===== config.mk =====
export PLATFORM = sky130hd
export DESIGN_NAME = light_sensor_lux_autogain_unit
export DESIGN_NICKNAME = d
export VERILOG_FILES = /design/src/hdl/lsla_pkg.sv /design/src/hdl/lsla_mul.sv /design/src/hdl/lsla_div.sv /design/src/hdl/light_sensor_lux_autogain_unit.sv
export SDC_FILE = /design/constraint.sdc
export NUM_CORES = 1
export LEC_CHECK = 0
export ABC_AREA = 1
export BUFFER_PORTS_ARGS = -buffer_cell sky130_fd_sc_hd__buf_2
export CORE_AREA = 2 2 265 267
export CTS_CLUSTER_DIAMETER = 80
export DETAILED_ROUTE_END_ITERATION = 16
export DIE_AREA = 0 0 267 269
export PLACE_DENSITY = 0.67
export SLEW_MARGIN = 20
export SYNTH_ARGS = -nofsm -noshare
export SYNTH_HDL_FRONTEND = slang
export SYNTH_SLANG_ARGS = --single-unit

===== constraint.sdc =====
create_clock -name i_clk -period 6.9 [get_ports i_clk]
set_input_delay 0.345 -clock i_clk [delete_from_list [all_inputs] [get_ports i_clk]]
set_output_delay 0.345 -clock i_clk [all_outputs]
set_load 0.02 [all_outputs]

===== src/hdl/lsla_pkg.sv =====
// Shared types, widths and codes for the lux with automatic gain unit.
`timescale 1ns / 1ps
`default_nettype none
package lsla_pkg;

    localparam int COUNT_W   = 16;
    localparam int LUX_W     = 32;
    localparam int FACTOR_W  = 32;
    localparam int STEP_W    = 3;
    localparam int MODE_W    = 3;
    localparam int GAIN_W    = 2;
    localparam int CFG_IDX_W = 2;
    localparam int CFG_DATA_W = 32;

    // time * gain is at most 600 * 9500, below 2^23
    localparam int TG_W   = 23;
    localparam int SQ_W   = 2 * COUNT_W;
    localparam int DEN_W  = COUNT_W + TG_W;
    localparam int NUM_W  = SQ_W + FACTOR_W;

    // factor is Q16.16, so the raw product carries 16 fraction bits
    localparam int PROD_FRAC_BITS        = 16;
    localparam int LUX_FRACTION_BITS_DEF = 8;

    typedef enum logic [CFG_IDX_W-1:0] {
        CFG_INTEG_STEP = 2'd0,
        CFG_GAIN_MODE  = 2'd1,
        CFG_LUX_FACTOR = 2'd2
    } t_cfg_idx;

    typedef enum logic [GAIN_W-1:0] {
        GAIN_1X    = 2'd0,
        GAIN_25X   = 2'd1,
        GAIN_400X  = 2'd2,
        GAIN_9500X = 2'd3
    } t_gain;

    localparam logic [MODE_W-1:0] GAIN_MODE_AUTO = 3'd4;
    localparam logic [STEP_W-1:0] STEP_LAST      = 3'd5;

    localparam logic [STEP_W-1:0]   INTEG_STEP_RST = 3'd0;
    localparam logic [MODE_W-1:0]   GAIN_MODE_RST  = 3'd1;
    localparam logic [FACTOR_W-1:0] LUX_FACTOR_RST = 32'h0001_0000;

    typedef struct packed {
        logic [COUNT_W-1:0] full_count;
        logic [COUNT_W-1:0] ir_count;
    } t_in_word;

    typedef struct packed {
        logic [COUNT_W-1:0] full_reading;
        logic [COUNT_W-1:0] infrared_reading;
        logic [COUNT_W-1:0] visible_reading;
        logic [LUX_W-1:0]   lux_value;
        logic               overflow_flag;
        logic               zero_flag;
        logic [GAIN_W-1:0]  gain_used;
        logic               gain_changed;
        logic [GAIN_W-1:0]  next_gain;
    } t_out_word;

endpackage
`default_nettype wire


===== src/hdl/lsla_mul.sv =====
// Bit-serial shift-add multiplier, one multiplier bit per cycle.
`timescale 1ns / 1ps
`default_nettype none
module lsla_mul #(
    parameter int AW = 16,
    parameter int BW = 16
) (
    input  wire logic              i_clk,
    input  wire logic              i_rst_n,
    input  wire logic              i_start,
    input  wire logic [AW-1:0]     i_mcand,
    input  wire logic [BW-1:0]     i_mplier,
    output logic                   o_done,
    output logic [AW+BW-1:0]       o_product
);
    localparam int CW = (BW > 1) ? $clog2(BW) : 1;
    localparam logic [CW-1:0] LAST = CW'(BW - 1);

    logic          r_busy;
    logic          r_done;
    logic [CW-1:0] r_cnt;
    logic [AW-1:0] r_mcand;
    logic [AW+BW-1:0] r_acc;
    logic [AW:0]   n_sum;

    // multiplier sits in the low bits and shifts out as the product shifts in
    assign n_sum = {1'b0, r_acc[AW+BW-1:BW]} + (r_acc[0] ? {1'b0, r_mcand} : {(AW+1){1'b0}});

    always_ff @(posedge i_clk) begin
        if (!i_rst_n) begin
            r_busy <= 1'b0;
            r_done <= 1'b0;
            r_cnt  <= '0;
        end else begin
            r_done <= 1'b0;
            if (i_start) begin
                r_busy <= 1'b1;
                r_cnt  <= '0;
            end else if (r_busy) begin
                r_cnt <= r_cnt + 1'b1;
                if (r_cnt == LAST) begin
                    r_busy <= 1'b0;
                    r_done <= 1'b1;
                end
            end
        end
    end

    always_ff @(posedge i_clk) begin
        if (i_start) begin
            r_mcand <= i_mcand;
            r_acc   <= {{AW{1'b0}}, i_mplier};
        end else if (r_busy) begin
            r_acc <= {n_sum, r_acc[BW-1:1]};
        end
    end

    assign o_done    = r_done;
    assign o_product = r_acc;

endmodule
`default_nettype wire


===== src/hdl/lsla_div.sv =====
// Restoring divider, one quotient bit per cycle, saturating quotient.
`timescale 1ns / 1ps
`default_nettype none
module lsla_div #(
    parameter int NW = 64,
    parameter int QW = 32,
    parameter int DW = 39
) (
    input  wire logic          i_clk,
    input  wire logic          i_rst_n,
    input  wire logic          i_start,
    input  wire logic [NW-1:0] i_num,
    input  wire logic [DW-1:0] i_den,
    output logic               o_done,
    output logic [QW-1:0]      o_quot
);
    localparam int HW = NW - QW;
    localparam int MW = ((HW > DW) ? HW : DW) + 1;
    localparam int CW = (QW > 1) ? $clog2(QW) : 1;
    localparam logic [CW-1:0] LAST = CW'(QW - 1);

    logic          r_busy;
    logic          r_done;
    logic [CW-1:0] r_cnt;
    logic [DW-1:0] r_rem;
    logic [DW-1:0] r_den;
    logic [QW-1:0] r_lo;

    logic [DW:0]   n_trial;
    logic [DW:0]   n_diff;
    logic          n_ge;
    logic          n_sat;

    // quotient needs more than QW bits when the upper numerator part reaches den
    assign n_sat   = MW'(i_num[NW-1:QW]) >= MW'(i_den);
    assign n_trial = {r_rem, r_lo[QW-1]};
    assign n_ge    = n_trial >= {1'b0, r_den};
    assign n_diff  = n_trial - {1'b0, r_den};

    always_ff @(posedge i_clk) begin
        if (!i_rst_n) begin
            r_busy <= 1'b0;
            r_done <= 1'b0;
            r_cnt  <= '0;
        end else begin
            r_done <= 1'b0;
            if (i_start) begin
                r_cnt <= '0;
                if (n_sat) begin
                    r_busy <= 1'b0;
                    r_done <= 1'b1;
                end else begin
                    r_busy <= 1'b1;
                end
            end else if (r_busy) begin
                r_cnt <= r_cnt + 1'b1;
                if (r_cnt == LAST) begin
                    r_busy <= 1'b0;
                    r_done <= 1'b1;
                end
            end
        end
    end

    // low numerator bits shift out at the top while quotient bits shift in
    always_ff @(posedge i_clk) begin
        if (i_start) begin
            r_den <= i_den;
            r_rem <= DW'(i_num[NW-1:QW]);
            r_lo  <= n_sat ? {QW{1'b1}} : i_num[QW-1:0];
        end else if (r_busy) begin
            r_rem <= n_ge ? n_diff[DW-1:0] : n_trial[DW-1:0];
            r_lo  <= {r_lo[QW-2:0], n_ge};
        end
    end

    assign o_done = r_done;
    assign o_quot = r_lo;

endmodule
`default_nettype wire


===== src/hdl/light_sensor_lux_autogain_unit.sv =====
// Top level: lux with automatic gain for a two-channel light sensor.
//
// Takes one word of full-spectrum and infrared counts and returns one word with both
// counts, the visible count, lux in unsigned fixed point with LUX_FRACTION_BITS
// fraction bits (saturating), overflow and zero flags and the gain codes. One word is
// in work at a time. A word that needs lux passes from acceptance to the output register
// through d*d and full*time*gain (two bit-serial multipliers side by side), then the
// product with lux_factor, then the restoring divider; a saturating quotient skips the
// divider steps, and a word with overflow or a zero full count goes straight from
// acceptance to the done state and is loaded from there.
// A finished word waits in the output register while the next word is taken in.
// Configuration writes are always ready and must only be issued while the unit is idle.
`timescale 1ns / 1ps
`default_nettype none
module light_sensor_lux_autogain_unit #(
    parameter int LUX_FRACTION_BITS = lsla_pkg::LUX_FRACTION_BITS_DEF
) (
    input  wire logic                          i_clk,
    input  wire logic                          i_rst_n,
    input  wire logic                          i_in_valid,
    output logic                               o_in_stall,
    input  wire lsla_pkg::t_in_word            i_in_word,
    output logic                               o_out_valid,
    input  wire logic                          i_out_stall,
    output lsla_pkg::t_out_word                o_out_word,
    input  wire logic                          i_cfg_valid,
    output logic                               o_cfg_ready,
    input  wire logic [lsla_pkg::CFG_IDX_W-1:0]  i_cfg_index,
    input  wire logic [lsla_pkg::CFG_DATA_W-1:0] i_cfg_data
);
    import lsla_pkg::*;

    localparam int NUM_SHIFT = PROD_FRAC_BITS - LUX_FRACTION_BITS;

    localparam logic [9:0]  TIME_UNIT_MS = 10'd100;
    localparam logic [13:0] GAIN_X_LOW   = 14'd1;
    localparam logic [13:0] GAIN_X_MED   = 14'd25;
    localparam logic [13:0] GAIN_X_HIGH  = 14'd400;
    localparam logic [13:0] GAIN_X_MAX   = 14'd9500;

    localparam logic [COUNT_W-1:0] OVF_LIMIT_SHORT = 16'd36863;
    localparam logic [COUNT_W-1:0] OVF_LIMIT_LONG  = 16'hFFFF;
    localparam logic [COUNT_W-1:0] UPPER_SHORT     = 16'd31000;
    localparam logic [COUNT_W-1:0] UPPER_LONG      = 16'd62000;
    localparam logic [COUNT_W-1:0] LOW_TO_HIGH     = 16'd54;
    localparam logic [COUNT_W-1:0] LOW_TO_MED      = 16'd875;
    localparam logic [COUNT_W-1:0] MED_TO_MAX      = 16'd57;
    localparam logic [COUNT_W-1:0] MED_TO_HIGH     = 16'd1365;
    localparam logic [COUNT_W-1:0] HIGH_TO_MAX     = 16'd920;

    typedef enum logic [4:0] {
        ST_IDLE = 5'b00001,
        ST_MUL1 = 5'b00010,
        ST_MUL2 = 5'b00100,
        ST_DIV  = 5'b01000,
        ST_DONE = 5'b10000
    } t_state;

    function automatic logic [TG_W-1:0] time_gain(input logic [STEP_W-1:0] step,
                                                  input t_gain g);
        logic [9:0]  ms;
        logic [13:0] gm;
        ms = (10'(step) + 10'd1) * TIME_UNIT_MS;
        case (g)
            GAIN_1X:    gm = GAIN_X_LOW;
            GAIN_25X:   gm = GAIN_X_MED;
            GAIN_400X:  gm = GAIN_X_HIGH;
            GAIN_9500X: gm = GAIN_X_MAX;
            default:    gm = GAIN_X_LOW;
        endcase
        return TG_W'({14'd0, ms} * {10'd0, gm});
    endfunction

    function automatic t_gain auto_next(input t_gain level, input logic [COUNT_W-1:0] full,
                                        input logic short_step);
        logic [COUNT_W-1:0] upper;
        t_gain              nxt;
        upper = short_step ? UPPER_SHORT : UPPER_LONG;
        nxt   = level;
        case (level)
            GAIN_1X: begin
                if (full < LOW_TO_HIGH)     nxt = GAIN_400X;
                else if (full < LOW_TO_MED) nxt = GAIN_25X;
            end
            GAIN_25X: begin
                if (full < MED_TO_MAX)       nxt = GAIN_9500X;
                else if (full < MED_TO_HIGH) nxt = GAIN_400X;
                else if (full > upper)       nxt = GAIN_1X;
            end
            GAIN_400X: begin
                if (full < HIGH_TO_MAX)  nxt = GAIN_9500X;
                else if (full > upper)   nxt = GAIN_1X;
            end
            GAIN_9500X: begin
                if (full > upper) nxt = GAIN_25X;
            end
            default: nxt = level;
        endcase
        return nxt;
    endfunction

    // configuration and gain state
    logic [STEP_W-1:0]   r_integ_step;
    logic [MODE_W-1:0]   r_gain_mode;
    logic [FACTOR_W-1:0] r_lux_factor;
    t_gain               r_auto_level;

    t_state              r_state;
    t_state              n_state;

    // word in work
    t_in_word            r_in;
    logic                r_ovf;
    logic                r_zero;
    t_gain               r_used;
    t_gain               r_next;
    logic                r_changed;
    logic [LUX_W-1:0]    r_lux;

    t_out_word           r_out;
    logic                r_out_valid;

    logic                in_accept;
    logic                out_free;
    logic [STEP_W-1:0]   eff_step;
    logic                short_step;
    logic                is_auto;
    t_gain               used;
    t_gain               next_lvl;
    logic                ovf;
    logic                zero;
    logic                skip;
    logic [COUNT_W-1:0]  diff_abs;

    logic                start_mul1;
    logic                start_mul2;
    logic                start_div;

    logic                sq_done;
    logic [SQ_W-1:0]     sq_p;
    logic                den_done;
    logic [DEN_W-1:0]    den_p;
    logic                num_done;
    logic [NUM_W-1:0]    num_p;
    logic [NUM_W-1:0]    num_sh;
    logic                div_done;
    logic [LUX_W-1:0]    div_q;

    assign o_cfg_ready = 1'b1;
    assign o_in_stall  = (r_state != ST_IDLE);
    assign in_accept   = i_in_valid && !o_in_stall;
    assign out_free    = !r_out_valid || !i_out_stall;

    assign eff_step   = (r_integ_step > STEP_LAST) ? STEP_LAST : r_integ_step;
    assign short_step = (eff_step == INTEG_STEP_RST);
    assign is_auto    = (r_gain_mode >= GAIN_MODE_AUTO);
    assign used       = is_auto ? r_auto_level : t_gain'(r_gain_mode[GAIN_W-1:0]);
    assign next_lvl   = is_auto ? auto_next(used, i_in_word.full_count, short_step) : used;

    assign ovf = short_step
        ? (i_in_word.full_count == OVF_LIMIT_SHORT || i_in_word.ir_count == OVF_LIMIT_SHORT)
        : (i_in_word.full_count == OVF_LIMIT_LONG || i_in_word.ir_count == OVF_LIMIT_LONG);
    assign zero = (i_in_word.full_count == '0) && (i_in_word.ir_count == '0);
    assign skip = ovf || (i_in_word.full_count == '0);

    assign diff_abs = (i_in_word.full_count >= i_in_word.ir_count)
                    ? (i_in_word.full_count - i_in_word.ir_count)
                    : (i_in_word.ir_count - i_in_word.full_count);

    assign num_sh = num_p >> NUM_SHIFT;

    always_comb begin
        n_state    = r_state;
        start_mul1 = 1'b0;
        start_mul2 = 1'b0;
        start_div  = 1'b0;
        case (r_state)
            ST_IDLE: begin
                if (in_accept) begin
                    start_mul1 = !skip;
                    n_state    = skip ? ST_DONE : ST_MUL1;
                end
            end
            ST_MUL1: begin
                if (sq_done && den_done) begin
                    start_mul2 = 1'b1;
                    n_state    = ST_MUL2;
                end
            end
            ST_MUL2: begin
                if (num_done) begin
                    start_div = 1'b1;
                    n_state   = ST_DIV;
                end
            end
            ST_DIV: begin
                if (div_done) n_state = ST_DONE;
            end
            ST_DONE: begin
                if (out_free) n_state = ST_IDLE;
            end
            default: n_state = ST_IDLE;
        endcase
    end

    always_ff @(posedge i_clk) begin
        if (!i_rst_n) begin
            r_state      <= ST_IDLE;
            r_out_valid  <= 1'b0;
            r_integ_step <= INTEG_STEP_RST;
            r_gain_mode  <= GAIN_MODE_RST;
            r_lux_factor <= LUX_FACTOR_RST;
            r_auto_level <= GAIN_25X;
        end else begin
            r_state <= n_state;
            if (r_state == ST_DONE && out_free) begin
                r_out_valid <= 1'b1;
            end else if (!i_out_stall) begin
                r_out_valid <= 1'b0;
            end
            if (in_accept && is_auto) begin
                r_auto_level <= next_lvl;
            end
            if (i_cfg_valid) begin
                case (i_cfg_index)
                    CFG_INTEG_STEP: r_integ_step <= i_cfg_data[STEP_W-1:0];
                    CFG_GAIN_MODE: begin
                        r_gain_mode <= i_cfg_data[MODE_W-1:0];
                        // fixed modes pin the level, automatic restarts at medium
                        r_auto_level <= (i_cfg_data[MODE_W-1:0] < GAIN_MODE_AUTO)
                                      ? t_gain'(i_cfg_data[GAIN_W-1:0]) : GAIN_25X;
                    end
                    CFG_LUX_FACTOR: r_lux_factor <= i_cfg_data[FACTOR_W-1:0];
                    default: ;
                endcase
            end
        end
    end

    always_ff @(posedge i_clk) begin
        if (in_accept) begin
            r_in      <= i_in_word;
            r_ovf     <= ovf;
            r_zero    <= zero;
            r_used    <= used;
            r_next    <= next_lvl;
            r_changed <= (next_lvl != used);
            if (skip) r_lux <= '0;
        end
        if (r_state == ST_DIV && div_done) begin
            r_lux <= div_q;
        end
        if (r_state == ST_DONE && out_free) begin
            r_out.full_reading     <= r_in.full_count;
            r_out.infrared_reading <= r_in.ir_count;
            r_out.visible_reading  <= r_in.full_count - r_in.ir_count;
            r_out.lux_value        <= r_lux;
            r_out.overflow_flag    <= r_ovf;
            r_out.zero_flag        <= r_zero;
            r_out.gain_used        <= r_used;
            r_out.gain_changed     <= r_changed;
            r_out.next_gain        <= r_next;
        end
    end

    assign o_out_valid = r_out_valid;
    assign o_out_word  = r_out;

    // d*d
    lsla_mul #(
        .AW (COUNT_W),
        .BW (COUNT_W)
    ) u_mul_sq (
        .i_clk     (i_clk),
        .i_rst_n   (i_rst_n),
        .i_start   (start_mul1),
        .i_mcand   (diff_abs),
        .i_mplier  (diff_abs),
        .o_done    (sq_done),
        .o_product (sq_p)
    );

    // full * time * gain, finishes together with d*d
    lsla_mul #(
        .AW (TG_W),
        .BW (COUNT_W)
    ) u_mul_den (
        .i_clk     (i_clk),
        .i_rst_n   (i_rst_n),
        .i_start   (start_mul1),
        .i_mcand   (time_gain(eff_step, used)),
        .i_mplier  (i_in_word.full_count),
        .o_done    (den_done),
        .o_product (den_p)
    );

    // d*d * lux_factor
    lsla_mul #(
        .AW (FACTOR_W),
        .BW (SQ_W)
    ) u_mul_num (
        .i_clk     (i_clk),
        .i_rst_n   (i_rst_n),
        .i_start   (start_mul2),
        .i_mcand   (r_lux_factor),
        .i_mplier  (sq_p),
        .o_done    (num_done),
        .o_product (num_p)
    );

    lsla_div #(
        .NW (NUM_W),
        .QW (LUX_W),
        .DW (DEN_W)
    ) u_div (
        .i_clk   (i_clk),
        .i_rst_n (i_rst_n),
        .i_start (start_div),
        .i_num   (num_sh),
        .i_den   (den_p),
        .o_done  (div_done),
        .o_quot  (div_q)
    );

endmodule
`default_nettype wire


# [After elaboration in Yosys (flattened, before gate mapping)]
# Cells that the tools add are included.
# W data, S select, Z words.
[word_totals] memories=0 latch_bits=0 mem_bits_ro=0 reg_bits=544 ramBits=0
[classes] reduce_logical=36 n_eq_ne=26 muxes=72 n_lt_le_gt_ge=12 addsub=12 shift=0 n_div=0 multipliers=2 n_bitwise=4
[ops] cell="$mux W32" count=9
[ops] cell="$mux W16" count=7
[ops] cell="$eq A16 B16 Y1 const B" count=4
[ops] cell="$pmux W14 S4" count=1
[ops] cell="$mux W24" count=2
[ops] cell="$sub A16 B16 Y16" count=3
[ops] cell="$ge A40 B39 Y1" count=1
[ops] cell="$ge A24 B39 Y1" count=1
[ops] cell="$mux W39" count=1
[ops] cell="$sub A39 B39 Y39" count=1
[ops] cell="$add A32 B32 Y33" count=1
[ops] cell="$logic_not A16 Y1" count=2
[ops] cell="$lt A16 B10 Y1 const B" count=2
[ops] cell="$lt A16 B6 Y1 const B" count=2
[ops] cell="$mux W5" count=6
[ops] cell="$mux W1" count=29
[ops] cell="$mux W2" count=13
[ops] cell="$pmux W5 S5" count=1
[ops] cell="$add A23 B23 Y24" count=1
[ops] cell="$mux W23" count=1
[ops] cell="$mul A8 B14 Y21" count=1
[ops] cell="$add A16 B16 Y17" count=1
[ops] cell="$ge A16 B16 Y1" count=1
[ops] cell="$gt A16 B16 Y1" count=1
[ops] cell="33 further kinds" count=72

# [Logic depth before layout (Yosys ltp)]
[logic_depth] ltp_word=13 depth_mapped=32 ltp_nobuf=31

# [By module]
# A second synthesis with hierarchy kept.
[unflattened] cells_unflattened=4567 area_unflattened_um2=35106.2
[modules_own_cells] mod="light_sensor_lux_autogain_unit" seq_area_each_um2=5665.4 n_inst=1 area_per_inst_um2=12396.9 cells_each=1362
[modules_own_cells] mod="lsla_div" seq_area_each_um2=3373.2 n_inst=1 area_per_inst_um2=9127.5 cells_each=1295
[modules_own_cells] mod="lsla_mul (u_mul_num)" seq_area_each_um2=2702.6 n_inst=1 area_per_inst_um2=6377.4 cells_each=913
[modules_own_cells] mod="lsla_mul (u_mul_den)" seq_area_each_um2=1751.7 n_inst=1 area_per_inst_um2=4164.0 cells_each=594
[modules_own_cells] mod="lsla_mul (u_mul_sq)" seq_area_each_um2=1401.3 n_inst=1 area_per_inst_um2=3040.4 cells_each=403

# [Least setup slack after synthesis]
# No wires, ideal clock.
[synth_path] kind="reg2reg" start="reg r_integ_step[2]" end="reg u_mul_den.r_mcand[17], data pin" slack_ps=897 path_buffers=1 arrival_time_ps=5750 setup_time_ps=252 stages_incl_launch_ff=31 required_time_ps=6648 cell_sequence="dfxtp_1 > a21oi_1 > inv_1 > clkbuf_1 > ha_1 > xnor2_1 > inv_1 > ha_1 > fa_1 > inv_1 > nor2_1 > nor2_1 > fa_1 > inv_1 > fa_1 > fa_1 > inv_1 > fa_1 > inv_1 > ha_1 > nand2_1 > nor2_1 > nand2_1 > o211ai_1 > nand2_1 > nand2_1 > nand2_1 > nand2_1 > nand2_1 > nand3_1 > nand2_1"
[synth_between] elab_chain_len=5
[synth_rtl] element="start, declared" line_no="light_sensor_lux_autogain_unit.sv:103" source="logic [STEP_W-1:0] r_integ_step;"
[synth_rtl] element="start signal, assigned" line_no="light_sensor_lux_autogain_unit.sv:226" source="CFG_INTEG_STEP: r_integ_step <= i_cfg_data[STEP_W-1:0];"
[synth_rtl] element="$gt A3 B3 Y1" line_no="light_sensor_lux_autogain_unit.sv:154" source="assign eff_step = (r_integ_step > STEP_LAST) ? STEP_LAST : r_integ_step;"
[synth_rtl] element="$mux W3 (*)" line_no="light_sensor_lux_autogain_unit.sv:154"
[synth_rtl] element="$add A3 B1 Y4 (*)" line_no="light_sensor_lux_autogain_unit.sv:63" source="ms = (10'(step) + 10'd1) * TIME_UNIT_MS;"
[synth_rtl] element="$mul A4 B5 Y8 (*)" line_no="light_sensor_lux_autogain_unit.sv:63"
[synth_rtl] element="$mul A8 B14 Y21 (*)" line_no="light_sensor_lux_autogain_unit.sv:71" source="return TG_W'({14'd0, ms} * {10'd0, gm});"
[synth_rtl] element="via u_mul_den.i_mcand[17]" line_no="lsla_mul.sv:11" source="input wire logic [AW-1:0] i_mcand,"
[synth_rtl] element="end signal, assigned" line_no="lsla_mul.sv:51" source="r_mcand <= i_mcand;"
[synth_rtl] element="end, declared" line_no="lsla_mul.sv:22" source="logic [AW-1:0] r_mcand;"
# The timed path passes the listed nets; every way through them passes the cells marked *.
# A chain may end at the register's enable or synchronous reset.

# [Final worst setup path]
# Ends and elaborated chain as after synthesis.

==> impl_metrics.json <==
{
  "drtPass1Iterations": 6,
  "grt_first_pass_wirelength_um": 146000,
  "crit_family": "adder cells",
  "async_flop_share_pct": 0,
  "start_kind": "register",
  "syn_area_mm2": 0.0342,
  "dp_cells": 5411,
  "dieArea_mm2": 0.0718,
  "cp.required_ps": 7260,
  "synthFlopType": "edfxtp_1",
  "clk_path_buf_depth": 3,
  "drt_iter0_drc": 2493,
  "crit_arrival_ps": 6670,
  "finClkSkew_ps": 78.6,
  "synth_cell_types": 55,
  "fin_crit_ps": 6320,
  "setup_tns_ps": 0,
  "max_slew_margin_pct": 30.5,
  "critical-path-slowest-cell": "fa_1",
  "synthCells": 4388,
  "finalPower_mw": 10.3,
  "postRouteAntennaNets": 0,
  "status": "completed",
  "synth-edff-count": 386,
  "core.rowCount": 97,
  "maxSlewViolCount": 0,
  "top_layer": "met5",
  "min_path_type": "in2reg",
  "via_per_inst": 5.17,
  "yosysTopAreaCellShare_pct": 33.9,
  "core_mm2": 0.0693,
  "ys_warn_count": 0,
  "cts_made_buffers": 60,
  "antenna_found_initial": 3,
  "final_nets": 4937,
  "wl_per_cell_um": 17.1,
  "setup_viol": 0,
  "track_usage_pct": 26.1,
  "io_pins": 161,
  "max_freq_mhz": 158,
  "drive_gt1_share_pct": 6.87,
  "clock_sinks": 544,
  "path_buf_inv": 6,
  "clock_latency_ps": 680,
  "ir_drop_mv": 0.189,
  "grt_pass1_vias": 26558,
  "post-route-period-util_pct": 91.6,
  "die_w_um": 267,
  "worst_pin_slew_ps": 1040,
  "synth_area_leaders": "edfxtp_1, nand2_1, ha_1",
  "cap_violations": 0,
  "wl_met1_um": 44100,
  "initial_core_util_pct": 49.4,
  "p_leak_nw": 18.8,
  "grt-ovfl-total": 0,
  "postSynthAreaPerCell_um2": 7.80,
  "power_density_mw_per_mm2": 267,
  "crit_path_max_incr_delay_ps": 550,
  "yosys.area.top_type": "edfxtp_1",
  "hpwlAfterDp_um": 71900,
  "gp_congestion": 0.972,
  "htree_levels": 2,
  "clkSlewWorstSetupHoldPaths_ps": 60,
  "num_vias": 28776,
  "synth.ff_latch_count": 544,
  "io_buffers": 159,
  "yosysSeqAreaShare_pct": 43.1,
  "route.detailed.drc": 0,
  "hold_viol": 0,
  "end_kind": "register",
  "area_growth_pct": 12.2,
  "clockRootBuffer": "clkbuf_16",
  "wirelength_um": 95100,
  "wl_met2_um": 42300,
  "cp_max_fo": 6,
  "rsz0062_at_grt": "no",
  "die_h_um": 269,
  "fin_cells": 5570,
  "wl_met3_um": 5540,
  "grt_max_degree": 92,
  "cpMostUsedCell": "nand2_1",
  "critPathKind": "reg2reg",
  "cts_tree": "done"
}
through the flow:
step / instance area (um2) / utilization [%] / setup slack, ps / hold WS, ps
after detailed placement: 36000 / 51.9 / 469 / 405
after global placement: 35900 / 51.9 / 501 / 403
final: 38400 / 55.4 / 583 / 50.3
after floorplan: 34200 / - / 897 / 400
after global routing: 38400 / 55.4 / 76.9 / 41.0
after CTS: 38400 / 55.4 / 441 / 16.3
worst register-to-register path: cells and delay by family, from the launching register on:
kind,cells,cell delay [ps]
compound gates,1,350
xor+xnor,1,290
fa+ha+maj,8,3490
buf+inv,6,530
flops,1,460
simple gates,11,940
cell usage in the layout (no fill, tap or decap), types with 15 or more instances in the layout:
| master | instances |
|---|---|
| a21oi_1 | 221 |
| dlygate4sd3_1 | 45 |
| buf_4 | 24 |
| nand3b_1 | 27 |
| dfxtp_1 | 158 |
| a21o_1 | 15 |
| buf_2 | 159 |
| clkbuf_1 | 20 |
| o21ai_0 | 197 |
| xor2_1 | 69 |
| fa_1 | 35 |
| o21bai_1 | 19 |
| inv_1 | 755 |
| clkbuf_16 | 60 |
| nand4_1 | 56 |
| nand3_1 | 220 |
| nand2_1 | 1219 |
| xnor2_1 | 39 |
| ha_1 | 253 |
| nor2_1 | 449 |
| edfxtp_1 | 386 |
| nor3_1 | 40 |
routing by layer:
layer  track usage, %  vias up
met3             3.52      184
met2             41.2      801
li1                 -    14489
met1             37.2    13298
met5                0        -
met4             8.43        4
synthesized netlist by cell type (5+ instances only):
cell,instances
buf_2,21
edfxtp_1,386
inv_1,756
o21a_1,10
nor2_2,6
a21oi_1,222
clkbuf_1,64
nor2_1,450
nor3_1,41
nand4_1,56
or2_2,12
xnor2_1,40
nand3b_1,27
inv_2,5
and3_1,8
dfxtp_1,158
o21ai_0,197
fa_1,35
a21o_1,15
o21ai_1,6
o21bai_1,19
nand3_1,220
ha_1,253
nor4_1,8
o211ai_1,8
nand2_1,1220
nor3_2,6
xor2_1,69
buf_4,5
a31oi_1,10
power breakdown:
part	switching [mW]	internal, mW
Sequential	0.312	3.98
Clock	1.35	1.81
Combinational	1.82	0.990
final timing paths:
| path | to | startpoint | slack [ps] | depth (start not counted) |
|---|---|---|---|---|
| hold / removal | r_lux_factor[1] | i_cfg_data[1] | 50 | 3 |
| hold reg to reg | o_out_word[3] | r_used[0] | 390 | 0 |
| setup / recovery | u_mul_den.r_mcand[17] | r_integ_step[2] | 580 | 27 |
| setup reg to reg | u_mul_den.r_mcand[17] | r_integ_step[2] | 580 | 27 |
registers in the layout, indices dropped and copies added (netlist names), 4 cells and up:
signal and flops:
r_state 5, r_lux 32, r_lux_factor 32, u_div.o_quot 32, u_mul_num.r_cnt 5, u_mul_den.r_cnt 4, u_mul_num.r_mcand 32, u_mul_den.r_mcand 21
u_mul_sq.o_product 32, u_div.r_rem 39, o_out_word 87, u_mul_den.o_product 39, r_in 32, u_div.r_cnt 5, u_mul_sq.r_mcand 16, u_mul_sq.r_cnt 4
u_div.r_den 39, u_mul_num.o_product 64
what timing repair did:
item,in CTS,in global routing
hold endpoints to repair,45,0
buffers inserted,0,0
gates resized for setup,0,1
setup endpoints to repair,0,1
hold buffers,45,0
cell type report:
type | count | area (um2)
diodes | 1 | 2.50
clock buffers | 87 | 1670
clock inverters | 26 | 297
fillers | 6554 | 30900
inverters | 763 | 2860
multi-input cells | 2980 | 16200
flip-flops and latches | 544 | 14800
well taps | 940 | 1180
repair buffers | 229 | 1440
cell families after synthesis:
| logic type | after synthesis | synth area share (%) |
|---|---|---|
| adder cells (fa/ha/maj) | 288 | 11.3 |
| flip-flops | 544 | 43.1 |
| buffers and inverters | 865 | 9.72 |
| AO/OA/AOI/OAI | 509 | 8.05 |
| XOR/XNOR | 109 | 2.79 |
| AND/OR/NAND/NOR | 2069 | 24.9 |
| other | 2 | 0.0219 |
| multiplexers | 2 | 0.0585 |
No activity file was read; power rests on OpenSTA's default activity.
